## src/hdl/prbm_ram.sv

```systemverilog
// Generic single-write, single-read RAM with registered read data.
module prbm_ram #(
	parameter int WIDTH = 32,
	parameter int DEPTH = 16,
	localparam int AW = (DEPTH > 1) ? $clog2(DEPTH) : 1
) (
	input  logic             clk,
	input  logic             we,
	input  logic [AW-1:0]    waddr,
	input  logic [WIDTH-1:0] wdata,
	input  logic             re,
	input  logic [AW-1:0]    raddr,
	output logic [WIDTH-1:0] rdata
);

	logic [WIDTH-1:0] mem [DEPTH];
	logic [WIDTH-1:0] rdata_q;

	always_ff @(posedge clk) begin
		if (we) begin
			mem[waddr] <= wdata;
		end
		if (re) begin
			rdata_q <= mem[raddr];
		end
	end

	assign rdata = rdata_q;

endmodule

```

## config.mk

```make
export PLATFORM = sky130hd
export DESIGN_NAME = prbm_ram
export DESIGN_NICKNAME = d
export VERILOG_FILES = /design/src/hdl/prbm_ram.sv
export SDC_FILE = /design/constraint.sdc
export NUM_CORES = 1
export LEC_CHECK = 0
export CAP_MARGIN = 10
export CORE_AREA = 5 5 247 249
export CTS_CLUSTER_SIZE = 25
export DETAILED_ROUTE_END_ITERATION = 10
export DIE_AREA = 0 0 252 254
export DONT_BUFFER_PORTS = 1
export PLACE_DENSITY = 0.53
export REMOVE_ABC_BUFFERS = 1
export SYNTH_ARGS = -nofsm -noshare
export SYNTH_HDL_FRONTEND = slang
export SYNTH_SLANG_ARGS = --single-unit
export TNS_END_PERCENT = 10
```

## constraint.sdc

```tcl
create_clock -name clk -period 4.4 [get_ports clk]
set_input_delay 0.66 -clock clk [delete_from_list [all_inputs] [get_ports clk]]
set_output_delay 0.66 -clock clk [all_outputs]
set_load 0.02 [all_outputs]
```

==> summary by stage <==
Run status
The run finished with clean final reports.

Synth
The number of distinct library cells after synthesis is 17. The post-synthesis instance area is 0.0202 sq mm. The cell accounting for the most synthesized area is edfxtp_1. For this run, the register share of the synthesized area comes to 81.0%.

The synthesized netlist devotes 2.38% of its cell area to compound gates. Each instance of the synthesized netlist takes up on average 24.1 sq um. The register bit total from synthesis is 544. The number of warnings printed during yosys synthesis is 0. The share of synthesized area in the top cell type comes to 81.0%. The simple-gate portion of the synthesized area is 1.25%. The number of instances in the synthesized netlist is 838. The area share of fa/ha/maj cells after synthesis is 0%. The post-synthesis mux area share is 14.3%. By area the synthesized netlist is led by edfxtp_1, mux4_2, a22oi_1, nand2_1, buf_4. By area, the combinational part of the netlist is dominated by multiplexers. Summing the areas of all xor and xnor instances in the mapped netlist gives 0% of the synthesized area.

STA
The upper clock frequency limit is approximately 0.48 GHz. The worst relative slew slack is 23.8%. Adding up every negative setup slack in the final design gives 0 ns.

Setup repair after global routing left no endpoint under its margin. The number of max-slew violations in the final report is 0. The final worst-path cycle share is 46.9%. The actual slew at the worst max-slew pin is between 1 and 1.5 ns. For the final database, setup skew stands at 0.0225 ns. Setup violations remaining at the end of the flow were counted as 0. The clock period minus worst slack is 2.06 ns. The post-route worst hold slack is 0.151 ns. The number of hold violations in the final report is 0.

Place
The wire-length estimate of the detail-placed layout is 25400 um. The count of input and output buffers is 0. After detailed placement, the design holds a cell count of between 1500 and 2000. The placer congestion estimate is 0.702.

Finish
The area growth from synthesis to layout is 13.8%. Leaving out fill and tap cells, the most frequent cell in the layout is edfxtp_1. In the final layout, the share of cells above drive strength 1 is 26.6%.

The net count of the finished layout is 913. 0 antenna diodes ended up in the layout. In the layout the commonest cells are edfxtp_1, mux4_2, a22oi_1. The count of non-filler cells in the finished layout is 1687. The utilization after layout is between 30% and 40%.

Floorplan
The core region area is 0.0585 sq mm. The die boundary width is 252 um. The die area is 0.0640 sq mm.

The floorplan has 89 rows. The initial standard-cell utilization of the core is 34.5%. The top-level port count is 75. The die is 254 um tall.

CTS
The post-CTS setup buffer count is 0. TritonCTS built the clock tree. The clock reaches the later pin of the worst-skew pair after 0.60 ns. The H-tree was split into 2 levels. The deepest clock path buffer count is 3. The hold buffer count at cts is 0.

After clock tree synthesis, the repair step resized 0 gates. The clock transition at the registers of the reported paths is around 0.06 ns. The total clock buffers created by CTS is 56. The clock root buffer is clkbuf_16. The total number of clock tree sinks is 544.

Drt
The detailed router finished its first iteration with 705 violations. Using the TritonRoute via totals, the vias-per-cell ratio works out to 5.09. Summed over all layers, the routed wires come to 44400 um. The number of design rule violations left after detail routing is 0. The detail-routed net length per standard cell is between 20 and 30 um. The first detailed-routing pass took 4 iterations.

The routed layout has 8589 vias. The remaining antenna violation count is 0.

Critical path
The worst register-to-register path has a depth of 3. The startpoint kind of the worst setup timing path is an input port. The arrival time reported for the critical path endpoint is 2.34 ns. The required time of the critical path is ~4.7 ns. The critical path is of the in -> reg type. STA classifies the critical path endpoint as a flip-flop.

Of all nets on the critical path, the largest fanout is 21.

Global routing
Global routing used 13.9% of the available tracks. The residual overflow from global routing is 0. The met1 track utilization from global routing is 18.7%.

The via count of the first global-routing pass is 9251. The first-pass GRT wire length is 65400 um. Global routing consumed, on the met3 layer, 2.62% of the routing resources.

The number of antenna violations at the first check in global routing is 0. For this run, global-route usage on met2 was measured as a little under a quarter. Entering global routing, the biggest net connects 129 pins. The busiest layer in global routing is met2.

Worst hold path
The tightest min-delay check is of the in -> reg type. The worst hold path was traced through 0 stages.

Power
In this run the static leakage power is 7.03 nW. The peak supply drop is 0.286 mV. The power per cell area is around 470 mW/mm^2.

Job
The total of max-cap violations is 0.
-- registers in the layout, indices dropped and copies added, names as in the netlist --
register / flops
rdata: 32
mem: 512
-- report_power, final --
group,total [mW],switching (mW),internal (mW)
logic,0.312,0.149,0.163
clock network,4.58,1.93,2.65
registers,5.91,0.0685,5.84
total,10.8,2.15,8.66
-- final timing paths --
path          startpoint    endpoint  slack, ns
max             waddr[2]  mem[2][27]       2.34
min            wdata[24]  mem[9][24]       0.15
max reg2reg   mem[3][29]   rdata[29]       2.72
min reg2reg  mem[12][19]   rdata[19]       0.75
-- metal layers --
| metal | up-vias | wire (um) |
|---|---|---|
| met1 | 4681 | 19100 |
| met2 | 171 | 22700 |
| met4 | 0 | 799 |
| met3 | 59 | 1910 |
| met5 | - | 0 |
| li1 | 3678 | - |
-- final cells by class --
class | count | area [sq um]
clock buffer | 66 | 1460
clock inverter | 36 | 302
fill | 5141 | 35500
multi-input combinational | 251 | 3750
sequential | 544 | 16300
tap | 773 | 967
timing repair buffer | 17 | 140
-- logic make-up after synthesis --
logic type | Yosys count
AO/OA/AOI/OAI | 64
buffers and inverters | 43
flip-flops | 544
multiplexers | 128
AND/OR/NAND/NOR | 59
-- per-stage QoR --
step                      area (sq um)  power, mW  worst slack, ns
final                            23000       10.8             2.34
after global routing             23000       11.2             2.30
after CTS                        23000       10.9             2.29
after detailed placement         21200       6.34             1.66
after global placement           21200       6.34             1.76
after floorplan                  20000       6.23            0.560
-- synthesized netlist by cell type --
master / number
nand3b_1: 2
or3b_2: 1
buf_6: 2
a22oi_1: 64
nand2b_1: 2
buf_4: 11
nor3_1: 4
clkbuf_1: 17
nand2_1: 33
nor2b_1: 2
buf_2: 4
and2_1: 1
nand3_1: 1
nor2_1: 13
edfxtp_1: 544
mux4_2: 128
buf_1: 9
-- critical path: stages --
cell and delay (ns):
or3b_2 0.59, nor2_4 0.69, buf_4 0.37
No activity file was read; power rests on OpenSTA's default activity.
